--- src/hdl/hapf_pkg.sv ---
// Package with the shared types and constants of the packet framer.
package hapf_pkg;

  localparam int unsigned CfgIdxW  = 2;
  localparam int unsigned CfgDataW = 16;

  localparam logic [CfgIdxW-1:0] CfgChannelId   = 2'd0;
  localparam logic [CfgIdxW-1:0] CfgPacketBytes = 2'd1;

  localparam logic [15:0] ChannelIdReset   = 16'd257;
  localparam logic [7:0]  PacketBytesReset = 8'd64;
  localparam logic [7:0]  MinPacketBytes   = 8'd8;
  localparam logic [7:0]  TagByte          = 8'h05;

  // Header lengths in bytes and the position of each header byte.
  localparam logic [2:0] HdrLenNone  = 3'd0;
  localparam logic [2:0] HdrLenNext  = 3'd5;
  localparam logic [2:0] HdrLenFirst = 3'd7;

  localparam logic [2:0] HdrChanHi = 3'd0;
  localparam logic [2:0] HdrChanLo = 3'd1;
  localparam logic [2:0] HdrTag    = 3'd2;
  localparam logic [2:0] HdrSeqHi  = 3'd3;
  localparam logic [2:0] HdrSeqLo  = 3'd4;
  localparam logic [2:0] HdrLenHi  = 3'd5;
  localparam logic [2:0] HdrLenLo  = 3'd6;

  typedef struct packed {
    logic [7:0]  data_byte;
    logic [15:0] command_length;
  } in_item_t;

  typedef struct packed {
    logic [7:0] out_byte;
    logic       end_of_packet;
    logic       end_of_command;
    logic       last_of_run;
  } out_item_t;

  // Everything the serializer needs to emit the results of one input byte.
  typedef struct packed {
    logic [15:0] channel;
    logic [15:0] seq;
    logic [15:0] length;
    logic [2:0]  hdr_len;
    logic [7:0]  data;
    logic        eop;
    logic        eoc;
  } run_t;

endpackage

--- src/hdl/hid_apdu_packet_framer.sv ---
// Command byte packet framer with header insertion, top level.
// Each accepted command byte, unless it opens a zero-length command and is
// dropped, yields its data byte on the output, preceded by a packet header
// when it opens a packet: 5 header bytes, or 7 on the first packet of a
// command, which also carries the command length. The serializer holds the
// results of one input byte and moves one result per cycle, while the output
// is not stalled, into the output register, so a byte with no header is taken
// every cycle; the next byte is taken in the cycle the last result is registered.
// Configuration writes are only expected while no transaction is in flight.
module hid_apdu_packet_framer (
  input  logic                          clk_i,
  input  logic                          rst_ni,
  input  logic                          in_valid_i,
  output logic                          in_ready_o,
  input  hapf_pkg::in_item_t            in_data_i,
  output logic                          out_valid_o,
  input  logic                          out_ready_i,
  output hapf_pkg::out_item_t           out_data_o,
  input  logic                          cfg_we_i,
  input  logic [hapf_pkg::CfgIdxW-1:0]  cfg_idx_i,
  input  logic [hapf_pkg::CfgDataW-1:0] cfg_data_i
);
  import hapf_pkg::*;

  logic run_load;
  run_t run;
  logic run_ready;

  hapf_core u_core (
    .clk_i       (clk_i),
    .rst_ni      (rst_ni),
    .in_valid_i  (in_valid_i),
    .in_ready_o  (in_ready_o),
    .in_data_i   (in_data_i),
    .cfg_we_i    (cfg_we_i),
    .cfg_idx_i   (cfg_idx_i),
    .cfg_data_i  (cfg_data_i),
    .run_load_o  (run_load),
    .run_o       (run),
    .run_ready_i (run_ready)
  );

  hapf_serializer u_serializer (
    .clk_i       (clk_i),
    .rst_ni      (rst_ni),
    .run_load_i  (run_load),
    .run_i       (run),
    .run_ready_o (run_ready),
    .out_valid_o (out_valid_o),
    .out_ready_i (out_ready_i),
    .out_data_o  (out_data_o)
  );

endmodule

--- src/hdl/hapf_core.sv ---
// Framing state, configuration registers and per-byte run computation.
module hapf_core (
  input  logic                         clk_i,
  input  logic                         rst_ni,
  input  logic                         in_valid_i,
  output logic                         in_ready_o,
  input  hapf_pkg::in_item_t           in_data_i,
  input  logic                         cfg_we_i,
  input  logic [hapf_pkg::CfgIdxW-1:0] cfg_idx_i,
  input  logic [hapf_pkg::CfgDataW-1:0] cfg_data_i,
  output logic                         run_load_o,
  output hapf_pkg::run_t               run_o,
  input  logic                         run_ready_i
);
  import hapf_pkg::*;

  logic [15:0] channel_q;
  logic [7:0]  pkt_bytes_q;
  logic        in_cmd_q, in_cmd_d;
  logic [15:0] left_q, left_d;
  logic [15:0] seq_q, seq_d;
  logic [7:0]  fill_q, fill_d;

  logic        accept;
  logic        start;
  logic        drop;
  logic [7:0]  size;
  logic [15:0] left_cur;
  logic [15:0] left_dec;
  logic [15:0] seq_cur;
  logic [7:0]  fill_cur;
  logic [2:0]  hdr_len;
  logic [7:0]  fill_base;
  logic [7:0]  fill_inc;
  logic        eoc;
  logic        eop;

  assign in_ready_o = run_ready_i;
  assign accept     = in_valid_i && in_ready_o;

  always_comb begin
    size      = (pkt_bytes_q < MinPacketBytes) ? MinPacketBytes : pkt_bytes_q;
    start     = !in_cmd_q;
    drop      = start && (in_data_i.command_length == 16'd0);
    left_cur  = start ? in_data_i.command_length : left_q;
    seq_cur   = start ? 16'd0 : seq_q;
    fill_cur  = start ? 8'd0 : fill_q;
    if (fill_cur != 8'd0) begin
      hdr_len = HdrLenNone;
    end else if (seq_cur == 16'd0) begin
      hdr_len = HdrLenFirst;
    end else begin
      hdr_len = HdrLenNext;
    end
    fill_base = (fill_cur == 8'd0) ? {5'd0, hdr_len} : fill_cur;
    fill_inc  = fill_base + 8'd1;
    left_dec  = left_cur - 16'd1;
    eoc       = (left_dec == 16'd0);
    eop       = eoc || (fill_inc >= size);

    in_cmd_d = in_cmd_q;
    left_d   = left_q;
    seq_d    = seq_q;
    fill_d   = fill_q;
    if (accept && !drop) begin
      left_d = left_dec;
      if (eoc) begin
        in_cmd_d = 1'b0;
        seq_d    = 16'd0;
        fill_d   = 8'd0;
      end else if (eop) begin
        in_cmd_d = 1'b1;
        seq_d    = seq_cur + 16'd1;
        fill_d   = 8'd0;
      end else begin
        in_cmd_d = 1'b1;
        seq_d    = seq_cur;
        fill_d   = fill_inc;
      end
    end
  end

  assign run_load_o      = accept && !drop;
  assign run_o.channel   = channel_q;
  assign run_o.seq       = seq_cur;
  assign run_o.length    = left_cur;
  assign run_o.hdr_len   = hdr_len;
  assign run_o.data      = in_data_i.data_byte;
  assign run_o.eop       = eop;
  assign run_o.eoc       = eoc;

  always_ff @(posedge clk_i or negedge rst_ni) begin
    if (!rst_ni) begin
      in_cmd_q <= 1'b0;
      left_q   <= 16'd0;
      seq_q    <= 16'd0;
      fill_q   <= 8'd0;
    end else begin
      in_cmd_q <= in_cmd_d;
      left_q   <= left_d;
      seq_q    <= seq_d;
      fill_q   <= fill_d;
    end
  end

  always_ff @(posedge clk_i or negedge rst_ni) begin
    if (!rst_ni) begin
      channel_q   <= ChannelIdReset;
      pkt_bytes_q <= PacketBytesReset;
    end else if (cfg_we_i) begin
      unique case (cfg_idx_i)
        CfgChannelId:   channel_q   <= cfg_data_i;
        CfgPacketBytes: pkt_bytes_q <= cfg_data_i[7:0];
        default: ;
      endcase
    end
  end

endmodule

--- src/hdl/hapf_serializer.sv ---
// Holds one run of results and emits it a byte per cycle, unless stalled, into the output register.
module hapf_serializer (
  input  logic                clk_i,
  input  logic                rst_ni,
  input  logic                run_load_i,
  input  hapf_pkg::run_t      run_i,
  output logic                run_ready_o,
  output logic                out_valid_o,
  input  logic                out_ready_i,
  output hapf_pkg::out_item_t out_data_o
);
  import hapf_pkg::*;

  logic      run_valid_q;
  run_t      run_q;
  logic [2:0] idx_q;
  logic      out_valid_q;
  out_item_t out_q;

  logic      out_adv;
  logic      move;
  logic      is_last;
  out_item_t cur;

  assign out_adv     = !out_valid_q || out_ready_i;
  assign move        = run_valid_q && out_adv;
  assign is_last     = (idx_q == run_q.hdr_len);
  assign run_ready_o = !run_valid_q || (move && is_last);

  always_comb begin
    cur.end_of_packet  = 1'b0;
    cur.end_of_command = 1'b0;
    cur.last_of_run    = 1'b0;
    if (is_last) begin
      cur.out_byte       = run_q.data;
      cur.end_of_packet  = run_q.eop;
      cur.end_of_command = run_q.eoc;
      cur.last_of_run    = 1'b1;
    end else begin
      unique case (idx_q)
        HdrChanHi: cur.out_byte = run_q.channel[15:8];
        HdrChanLo: cur.out_byte = run_q.channel[7:0];
        HdrTag:    cur.out_byte = TagByte;
        HdrSeqHi:  cur.out_byte = run_q.seq[15:8];
        HdrSeqLo:  cur.out_byte = run_q.seq[7:0];
        HdrLenHi:  cur.out_byte = run_q.length[15:8];
        HdrLenLo:  cur.out_byte = run_q.length[7:0];
        default:   cur.out_byte = run_q.data;
      endcase
    end
  end

  always_ff @(posedge clk_i or negedge rst_ni) begin
    if (!rst_ni) begin
      run_valid_q <= 1'b0;
      idx_q       <= 3'd0;
      out_valid_q <= 1'b0;
    end else begin
      if (move) begin
        out_valid_q <= 1'b1;
      end else if (out_ready_i) begin
        out_valid_q <= 1'b0;
      end
      // A new run may enter in the same cycle that the old one drains.
      if (run_load_i) begin
        run_valid_q <= 1'b1;
        idx_q       <= 3'd0;
      end else if (move) begin
        if (is_last) begin
          run_valid_q <= 1'b0;
          idx_q       <= 3'd0;
        end else begin
          idx_q <= idx_q + 3'd1;
        end
      end
    end
  end

  always_ff @(posedge clk_i) begin
    if (move) begin
      out_q <= cur;
    end
    if (run_load_i) begin
      run_q <= run_i;
    end
  end

  assign out_valid_o = out_valid_q;
  assign out_data_o  = out_q;

endmodule

--- config.mk ---
export PLATFORM = sky130hd
export DESIGN_NAME = hid_apdu_packet_framer
export DESIGN_NICKNAME = d
export VERILOG_FILES = /design/src/hdl/hapf_pkg.sv /design/src/hdl/hid_apdu_packet_framer.sv /design/src/hdl/hapf_core.sv /design/src/hdl/hapf_serializer.sv
export SDC_FILE = /design/constraint.sdc
export NUM_CORES = 1
export LEC_CHECK = 0
export ABC_AREA = 1
export BUFFER_PORTS_ARGS = -buffer_cell sky130_fd_sc_hd__buf_2
export CAP_MARGIN = 20
export CORE_UTILIZATION = 50
export DETAILED_ROUTE_END_ITERATION = 16
export PLACE_DENSITY = 0.71
export SETUP_SLACK_MARGIN = 0.1
export SLEW_MARGIN = 30
export SYNTH_ARGS = -nofsm -noshare
export SYNTH_HDL_FRONTEND = slang
export SYNTH_SLANG_ARGS = --single-unit
--- constraint.sdc ---
create_clock -name clk_i -period 6.87 [get_ports clk_i]
set_input_delay 1.374 -clock clk_i [delete_from_list [all_inputs] [get_ports clk_i]]
set_output_delay 1.374 -clock clk_i [all_outputs]
set_load 0.02 [all_outputs]
== Word level (Yosys, flattened, before mapping) ==
Index checks and enable logic that the tools add are counted.

* Register bits after elaboration: 142
* Input bits: 47
* Word-level logic and storage cells: 82

* Multiplexer cells: 23
* Reduce and logical (&&, ||, !) cells: 25
* Order comparisons: 2
* Equal/unequal tests: 8
* Add/subtract/negate cells: 4

{| class="wikitable"
|+ Operator list
! kind !! number
|-
| 2-to-1 mux 16 bit || 4
|-
| one-hot mux 8 bit (7 select lines) || 1
|-
| logical NOT 16 bit || 3
|-
| 2-to-1 mux 8 bit || 6
|-
| adder 16 x 1 -> 16 bit (second input constant) || 1
|-
| subtractor 16 x 1 -> 16 bit (second input constant) || 1
|-
| 2-to-1 mux 3 bit || 4
|-
| equality test 3 bit (second input constant) || 3
|-
| adder 8 x 1 -> 8 bit (second input constant) || 1
|-
| greater-or-equal comparator 8 bit || 1
|-
| logical NOT 8 bit || 1
|-
| less-than comparator 8 x 4 -> 1 bit (second input constant) || 1
|-
| nonzero test 8 bit || 1
|-
| 2-to-1 mux 1 bit || 7
|-
| equality test 3 x 2 -> 1 bit (second input constant) || 2
|-
| AND reduction 2 bit || 3
|-
| nonzero test 2 bit || 3
|-
| logical AND 1 bit || 5
|-
| logical NOT 1 bit || 4
|-
| adder 3 x 1 -> 3 bit (second input constant) || 1
|-
| equality test 3 x 1 -> 1 bit (second input constant) || 1
|-
| equality test 3 bit || 1
|-
| logical NOT 3 bit || 1
|-
| logical OR 1 bit || 3
|-
| 3 further kinds || 3
|}

== Longest topological paths before layout ==
Gate-level depths: netlist of the first run.

* Word-level depth: 10
* Depth in mapped cells: 29
* Depth with buffers taken out: 25

== Modules after synthesis ==
Synthesis of the first run repeated with hierarchy kept, for this count alone.

* Cell total of the unflattened synthesis: 947
* Area total of the unflattened synthesis: 7792.5 um^2

{| class="wikitable"
|+ By module, submodules not included
! module !! sequential area each (um^2) !! cells each !! instances !! area an instance (um^2)
|-
| hapf_core || 1630.3 || 682 || 1 || 4545.6
|-
| hapf_serializer || 2287.2 || 265 || 1 || 3246.9
|}

== Worst setup path after synthesis of the first run ==
No wires, ideal clock.

* Path kind: in2reg
* Start: input port in_data_i[3] in the netlist's numbering
* End: register u_serializer.run_q[0] in the netlist's numbering, enable pin
* Setup slack: 2460 ps
* Data required time: 6423 ps
* Cell stages on the path: 8
* Data arrival time: 3963 ps
* Cells stage by stage: inv_1 nand4_1 nor4_1 nand4_1 nand2_1 nor2_1 clkbuf_1 clkbuf_1

* Cells in the longest elaborated chain, start to end: 4

{| class="wikitable"
|+ Ends and longest elaborated chain
! what !! RTL line !! source
|-
| start, declared || hid_apdu_packet_framer.sv:15 || <nowiki>input hapf_pkg::in_item_t in_data_i,</nowiki>
|-
| logical NOT 16 bit || hapf_core.sv:44 || <nowiki>drop = start && (in_data_i.command_length == 16'd0);</nowiki>
|-
| logical AND 1 bit || hapf_core.sv:44 ||
|-
| logical NOT 1 bit || hapf_core.sv:83 || <nowiki>assign run_load_o = accept && !drop;</nowiki>
|-
| logical AND 1 bit || hapf_core.sv:83 ||
|-
| via run_load || hid_apdu_packet_framer.sv:25 || <nowiki>logic run_load;</nowiki>
|-
| end signal, assigned || hapf_serializer.sv:84 || <nowiki>run_q <= run_i;</nowiki>
|-
| end, declared || hapf_serializer.sv:15 || <nowiki>run_t run_q;</nowiki>
|}

The timed path passes the listed nets, and every way through them passes these cells.
A chain may end at the register's enable or synchronous reset.

== Worst setup path in the final report of the first run ==
* Start: register u_core.in_cmd_q
* End: register u_core.fill_q[2]

* Cells in the longest elaborated chain, start to end: 10
* Elaborated cells on any way between the ends: 20

{| class="wikitable"
|+ Ends and longest elaborated chain
! what !! RTL line !! source
|-
| start, declared || hapf_core.sv:19 || <nowiki>logic in_cmd_q, in_cmd_d;</nowiki>
|-
| start signal, assigned || hapf_core.sv:99 || <nowiki>in_cmd_q <= in_cmd_d;</nowiki>
|-
| 2-to-1 mux 16 bit || hapf_core.sv:46 || <nowiki>seq_cur = start ? 16'd0 : seq_q;</nowiki>
|-
| logical NOT 16 bit || hapf_core.sv:50 || <nowiki>end else if (seq_cur == 16'd0) begin</nowiki>
|-
| 2-to-1 mux 2 bit || hapf_core.sv:50 ||
|-
| 2-to-1 mux 3 bit || hapf_core.sv:48 || <nowiki>if (fill_cur != 8'd0) begin</nowiki>
|-
| 2-to-1 mux 8 bit || hapf_core.sv:55 || <nowiki>fill_base = (fill_cur == 8'd0) ? {5'd0, hdr_len} : fill_cur;</nowiki>
|-
| adder 8 x 1 -> 8 bit || hapf_core.sv:56 || <nowiki>fill_inc = fill_base + 8'd1;</nowiki>
|-
| greater-or-equal comparator 8 bit || hapf_core.sv:59 || <nowiki>eop = eoc || (fill_inc >= size);</nowiki>
|-
| logical OR 1 bit || hapf_core.sv:59 ||
|-
| 2-to-1 mux 8 bit || hapf_core.sv:71 || <nowiki>end else if (eop) begin</nowiki>
|-
| 2-to-1 mux 8 bit || hapf_core.sv:67 || <nowiki>if (eoc) begin</nowiki>
|-
| end signal, assigned || hapf_core.sv:102 || <nowiki>fill_q <= fill_d;</nowiki>
|-
| end, declared || hapf_core.sv:22 || <nowiki>logic [7:0] fill_q, fill_d;</nowiki>
|}

Several ways; a longest one is shown, not always the timed one.

==> results of run 1 <==
worst reg2reg max path, cell delays in order, from the launching register on:
cell and delay [ns]:
dfrtp_1 0.88, buf_4 0.45, inv_6 0.16, o21ai_0 0.47, nand2_1 0.11, nor2_1 0.18, nand3_1 0.11, o21ai_0 0.16
inv_1 0.07, ha_1 0.28, nand2_1 0.08, nor2_1 0.05, a211oi_1 0.17, nand3_1 0.19, inv_1 0.14, nand2_1 0.51
nor2_2 0.48, nand2_1 0.08, o21ai_0 0.09
routing by layer:
layer / global-route usage [%] / up-vias
met5: 0 / -
met4: 5.79 / 0
met3: 5.48 / 11
met2: 35.1 / 145
met1: 32.8 / 2590
li1: - / 2845
flip-flops by register name, summed over array words and instances (netlist names):
| register | count |
|---|---|
| u_core.seq_q | 16 |
| u_core.pkt_bytes_q | 8 |
| u_core.channel_q | 16 |
| u_core.left_q | 16 |
| u_serializer.out_data_o | 11 |
| u_core.fill_q | 8 |
| u_serializer.idx_q | 3 |
| u_serializer.out_valid_o | 1 |
| u_serializer.run_valid_q | 1 |
| u_serializer.run_q | 60 |
| u_core.in_cmd_q | 1 |
worst max-delay path by stage:
stage / from / end / slack (ns) / cells past startpoint
final: u_core.in_cmd_q$_DFFE_PN0P_ / u_core.fill_q[2]$_DFFE_PN0P_ / 2.12 / 18
after CTS: u_core.in_cmd_q$_DFFE_PN0P_ / u_core.fill_q[1]$_DFFE_PN0P_ / 2.13 / 18
after global placement: u_core.in_cmd_q$_DFFE_PN0P_ / u_core.fill_q[6]$_DFFE_PN0P_ / 2.28 / 18
after detailed placement: u_core.in_cmd_q$_DFFE_PN0P_ / u_core.fill_q[2]$_DFFE_PN0P_ / 2.17 / 18
after floorplan: in_data_i[3] / u_serializer.run_q[0]$_DFFE_PP_ / 2.46 / 8
after global routing: u_core.in_cmd_q$_DFFE_PN0P_ / u_core.fill_q[6]$_DFFE_PN0P_ / 1.59 / 18
cell families (layout without fill, tap and decap cells):
logic type,Yosys count,in the layout,share of synthesized area (%)
AOI/OAI and AO/OA,97,97,8.17
xor gates and xnor gates,18,18,2.17
buffers and inverters,129,199,7.57
and+or+nand+nor,419,419,24.2
muxes,8,8,1.24
DFF,141,141,53.6
adders and majority gates,18,18,3.10
final cells by class:
| class | count | area, um2 | share of cell area [%] |
|---|---|---|---|
| clock buffer | 19 | 433 | 5.25 |
| timing repair buffer | 63 | 329 | 3.99 |
| clock inverter | 13 | 148 | 1.79 |
| inverter | 104 | 395 | 4.79 |
| tap | 180 | 225 | 2.73 |
| sequential | 141 | 3890 | 47.1 |
| multi-input combinational | 560 | 2830 | 34.3 |
cells in the final DEF (no fill, tap or decap), drive strengths merged, types with 4 or more instances in the layout:
master / instances
nand3: 35
clkbuf: 19
nor4: 7
a21oi: 7
a221oi: 8
dfrtp: 67
xor2: 15
nand4: 12
nor3: 6
a31oi: 4
nor2: 71
ha: 18
clkinv: 8
nand2: 285
a41oi: 6
a32o: 6
edfxtp: 71
inv: 105
buf: 63
mux2: 8
o21ai: 60
power breakdown:
| part | total, uW | internal (uW) | leakage [uW] | switching, uW |
|---|---|---|---|---|
| combinational | 1400 | 424 | 0.00211 | 978 |
| clock | 901 | 565 | 0.000279 | 335 |
| sequential | 1300 | 1180 | 0.00155 | 124 |
| total | 3600 | 2170 | 0.00394 | 1440 |
stage by stage:
stage / hold WS, ns / util (%) / instance area [um2] / std cells
finish: 0.443 / 58.8 / 8250 / 1080
global route: 0.451 / 58.8 / 8250 / 1080
CTS: 0.446 / 58.7 / 8240 / 1080
detailed placement: 0.431 / 54.6 / 7660 / 1048
global placement: 0.426 / 54.6 / 7660 / 1048
floorplan: 0.419 / - / 7260 / 830
==> impl_metrics.csv, run 1 <==
group,metric,value,unit
cts,clk_pin_slew,0.05,ns
yosys,ys_seq_area_share,53.6,%
worst_setup_path,ff2ff_setup_slack,2.12,ns
worst_setup_path,timing.rr.start,"u_core.in_cmd_q$_DFFE_PN0P_",
worst_hold_path,hp-class,"flip-flop to flip-flop",
detailed_routing,viasPerCell,5.18,
yosys,synth_edf_count,71,
cts,cts_sinks,141,
detailed_routing,ant_nets,0,
worst_setup_path,end_kind,"flip-flop",
place,portBuffers,59,
yosys,syn_nets,895,
timing,grt_setup_unrepaired,"false",
global_routing,grt_pass1_vias,5105,
pwr,peakVddDrop,0.203,mV
timing,setup_ws,2.12,ns
timing,tightest_slew,0.861,ns
global_routing,grt-ovfl-total,0,
die,core_area,14000,um2
worst_hold_path,holdPathEnd,"u_serializer.run_q[59]$_DFFE_PP_",
detailed_routing,drt-total-wl,15900,um
yosys,syn_area,7260,um2
worst_setup_path,path_max_fanout,29,
worst_setup_path,critPathMostFrequentCell,"nand2_1",
global_routing,grt_max_degree,71,
pwr,total_power,3600,uW
cts,ctsHoldBuffers,0,
timing,timing.setup.tns,0,ns
global_routing,antenna_found_initial,0,
detailed_routing,wl_met1,7520,um
timing,finClkSkew,0.00794,ns
place,dp_slack,2.17,ns
worst_setup_path,path_cells,"buf_4, inv_6, o21ai_0, nand2_1, nor2_1, nand3_1, o21ai_0, inv_1, ha_1, nand2_1, nor2_1, a211oi_1, nand3_1, inv_1, nand2_1, nor2_2, nand2_1, o21ai_0",
cts,root_buffer,"clkbuf_16",
cts,h-tree-depth,4,
finish,diodes,0,
yosys,synth_area_leaders,"edfxtp_1 (29%), dfrtp_1 (23%), nand2_1 (14%), inv_1 (5.1%), o21ai_0 (3.4%)",
yosys,yosysWarnings,0,
timing,period_share,69.1,%
worst_hold_path,holdCritStartpoint,"u_core.channel_q[14]$_DFFE_PN0P_",
timing,hold_viol,0,
pwr,p_leak,0.00394,uW
timing,slew_headroom,42.4,%
detailed_routing,dr.max_layer_used,"met4",
worst_setup_path,crit_type,"flip-flop to flip-flop",
finish,final_nets,952,
worst_setup_path,crit_family,"simple AND/OR/NAND/NOR gates",
timing,max_freq,0.211,GHz
worst_setup_path,worstPathArrival,5.07,ns
yosys,synthCells,830,
cts,postCtsSetupRepairBufs,0,
job,drv_cap,0,
yosys,netlist.area_leader.share,29.4,%
yosys,ys_types,41,
yosys,synth_seq_cells,141,
yosys,synthArstFlopShare,49.6,%
finish,drive_gt1_share,14.3,%
detailed_routing,drtIter0Drc,449,
cts,cts_buffers,17,
worst_setup_path,cpPeakStageDelay,0.88,ns
detailed_routing,dr_wl_met3,919,um
finish,num-fill-cells,1229,
run_status,status,"finished, final reports clean",
die,initial_core_util,51.7,%
yosys,synthFlopType,"edfxtp_1",
yosys,synthTopCellsByCount,"nand2_1 (277), inv_1 (98), edfxtp_1 (71), dfrtp_1 (67), nor2_1 (64)",
global_routing,grt_use_total,23.0,%
timing,drv_slew,0,
finish,area_growth,13.7,%
detailed_routing,first_pass_iters,7,
pwr,power_density,437,nW/um2
yosys,yosysMostFrequentCell,"nand2_1",
cts,cts_buffer_depth,2,
cts,tritoncts,"built",
place,gp_congestion,0.926,
yosys,synth_top_cell_by_area,"edfxtp_1",
worst_setup_path,reg2regPathDepth,18,
detailed_routing,avgRoutedWirePerCell,14.7,um
die,fp.dieH,122,um
worst_setup_path,worstPathRequired,7.19,ns
place,dpl.hpwl,11300,um
detailed_routing,drc,0,
die,core.rowCount,43,
die,dieArea,15000,um2
detailed_routing,routed-via-count,5591,
timing,setup-violations-final,0,
worst_setup_path,r2r_end,"u_core.fill_q[2]$_DFFE_PN0P_",
worst_hold_path,min_delay_path_depth,0,
worst_setup_path,start_kind,"flip-flop",
die,top_level_ports,60,
global_routing,grt_pass1_wl,25800,um
detailed_routing,wl_met2,7310,um
cts,clk-insertion-delay-late,0.42,ns
worst_setup_path,path_buf_inv,4,
die,dieWidth,122,um
cts,cts-resized-gates,0,
yosys,postSynthAreaPerCell,8.75,um2
worst_setup_path,slowest_stage,"dfrtp_1",
timing,period_needed,4.75,ns
Power figures use the tool's default switching activity.
==> run 2, diff against run 1 <==
--- a/config.mk
+++ b/config.mk
@@ -10,7 +10,7 @@
 export CAP_MARGIN = 20
 export CORE_UTILIZATION = 50
 export DETAILED_ROUTE_END_ITERATION = 16
-export PLACE_DENSITY = 0.71
+export PLACE_DENSITY = 0.73
 export SETUP_SLACK_MARGIN = 0.1
 export SLEW_MARGIN = 30
 export SYNTH_ARGS = -nofsm -noshare
==> constraint.sdc (replaced) <==
create_clock -name clk_i -period 4 [get_ports clk_i]
set_input_delay 0.8 -clock clk_i [delete_from_list [all_inputs] [get_ports clk_i]]
set_output_delay 0.8 -clock clk_i [all_outputs]
set_load 0.02 [all_outputs]
==> run 2 against run 1 <==
- utilization increased by 1.5 points
- register-to-register slack got worse by 1.6 ns
- die area unchanged
- global-route usage increased by 0.40 points
- combinational power increased by 91%
- worst hold slack about the same
- via count increased by 1.5%
==> impl_metrics.csv, run 2 (synthesis gave the netlist of run 1 again) <==
group,metric,value,unit
timing,grt_setup_unrepaired,"false",
timing,finClkSkew,0.00528,ns
timing,drv_slew,0,
cts,clk_pin_slew,0.06,ns
worst_setup_path,reg2regPathDepth,18,
timing,hold_viol,0,
detailed_routing,viasPerCell,5.14,
detailed_routing,routed-via-count,5673,
pwr,peakVddDrop,0.408,mV
worst_setup_path,start_kind,"flip-flop",
global_routing,grt_use_total,23.4,%
timing,max_freq,0.285,GHz
die,initial_core_util,51.7,%
global_routing,antenna_found_initial,0,
global_routing,grt_pass1_vias,5258,
detailed_routing,first_pass_iters,5,
die,fp.dieH,122,um
timing,setup-violations-final,0,
cts,root_buffer,"clkbuf_16",
finish,largest_register_ffs,60,
cts,h-tree-depth,4,
timing,period_needed,3.51,ns
place,dp_slack,0.145,ns
finish,final_core_util,60.3,%
cts,cts_sinks,141,
timing,timing.setup.tns,0,ns
worst_setup_path,startpoint,"u_core.in_cmd_q$_DFFE_PN0P_",
place,dpl.hpwl,11700,um
detailed_routing,drt-total-wl,16000,um
pwr,p_leak,0.00406,uW
job,drv_cap,0,
detailed_routing,ant_nets,0,
global_routing,grt-ovfl-total,0,
global_routing,grt_max_degree,68,
detailed_routing,drc,0,
worst_setup_path,worstPathRequired,4.31,ns
finish,final_nets,976,
worst_setup_path,end_kind,"flip-flop",
timing,tightest_slew,0.848,ns
worst_setup_path,cpPeakStageDelay,0.45,ns
pwr,power_density,761,nW/um2
worst_setup_path,crit_type,"flip-flop to flip-flop",
timing,slew_headroom,43.5,%
die,dieWidth,122,um
worst_hold_path,min_delay_path_depth,0,
cts,cts_buffers,17,
place,gp_congestion,0.933,
worst_hold_path,hp-class,"flip-flop to flip-flop",
worst_setup_path,worstPathArrival,3.82,ns
die,core_area,14000,um2
run_status,status,"finished, final reports clean",
worst_setup_path,critPathMostFrequentCell,"nand2_1",
die,top_level_ports,60,
die,core.rowCount,43,
place,place_area,7810,um2
finish,drive_gt1_share,17.5,%
detailed_routing,drtIter0Drc,470,
timing,whs,0.443,ns
finish,area_growth,16.6,%
worst_setup_path,timing.rr.start,"u_core.in_cmd_q$_DFFE_PN0P_",
global_routing,grt_pass1_wl,26200,um
worst_setup_path,path_cells,"buf_2, buf_4, nand2_1, nand2_1, ha_1, nand3_2, nor2_2, nand2_1, nand2_1, nand2_1, nor2_1, nand2_1, nor2_1, nand3_1, nand2_1, inv_1, nand3_1, nand2_1",
timing,period_share,87.8,%
finish,final_common_cell,"nand2_1",
worst_setup_path,slowest_stage,"dfrtp_2",
cts,clk-insertion-delay-late,0.42,ns
finish,regMostFlops,"u_serializer.run_q",
finish,diodes,0,
worst_setup_path,path_max_fanout,28,
die,dieArea,15000,um2
worst_hold_path,holdCritStartpoint,"u_core.channel_q[12]$_DFFE_PN0P_",
place,portBuffers,59,
detailed_routing,avgRoutedWirePerCell,14.5,um
finish,final_cell_mix,"nand2_1 (276), inv_1 (97), edfxtp_1 (71)",
timing,setup_ws,0.488,ns
cts,cts_buffer_depth,2,
finish,stdcell_area,8470,um2
cts,tritoncts,"built",
==> run 2: cell count changes in the layout (fill, tap and decap cells not counted), moves of 2 or more <==
cell,previous run,this run
buf_4,3,26
clkinv_1,5,0
clkbuf_8,0,3
clkinv_2,1,3
o21ai_0,49,47
o21ai_1,9,11
==> run 2: layer usage <==
layer / GRT usage, % / part of all wire, % / up-vias
met4: 8.54 / 1.8 / 0
met2: 35.4 / 46 / 135
li1: - / - / 2881
met3: 5.30 / 5.2 / 22
met5: 0 / 0 / -
met1: 32.8 / 47 / 2635
==> run 2: through the flow <==
| step | std cells | total power, uW |
|---|---|---|
| floorplan | 830 | 4100 |
| detailed placement | 1066 | 4790 |
| global placement | 1066 | 4740 |
| CTS | 1098 | 6360 |
| global route | 1104 | 6920 |
| finish | 1104 | 6440 |
==> run 2: worst max-delay path: cells and delay by family, from the launching register on <==
| kind | cells | cell delay (ns) |
|---|---|---|
| buf+inv | 3 | 0.76 |
| flops | 1 | 0.45 |
| fa+ha+maj | 1 | 0.27 |
| simple gates | 14 | 1.91 |
==> run 2: report_power, final <==
part	switching, uW	internal (uW)	leakage, uW
sequential	187	2020	0.00155
clock	590	968	0.000288
combinational	1770	903	0.00222
total	2550	3900	0.00406
==> run 2: layout make-up <==
class	instances	area, um2
multi-input combinational	560	2850
clock buffer	23	478
fill	1156	5580
sequential	141	3890
clock inverter	9	109
inverter	104	395
tap	180	225
timing repair buffer	87	515
==> run 2: final timing paths <==
check | slack [ns] | end
max | 0.49 | u_core.seq_q[6]$_DFFE_PN0P_
min reg2reg | 0.44 | u_serializer.run_q[57]$_DFFE_PP_
max in group asynchronous | 2.61 | u_core.pkt_bytes_q[6]$_DFFE_PN1P_
max reg2reg | 0.49 | u_core.seq_q[6]$_DFFE_PN0P_
min in group asynchronous | 0.48 | u_core.left_q[0]$_DFFE_PN0P_
min | 0.44 | u_serializer.run_q[57]$_DFFE_PP_
==> run 2: timing repair <==
action,in CTS,in global routing
hold buffers,0,0
endpoints found under the setup margin,0,25
setup buffers,0,6
gates resized for setup,0,9
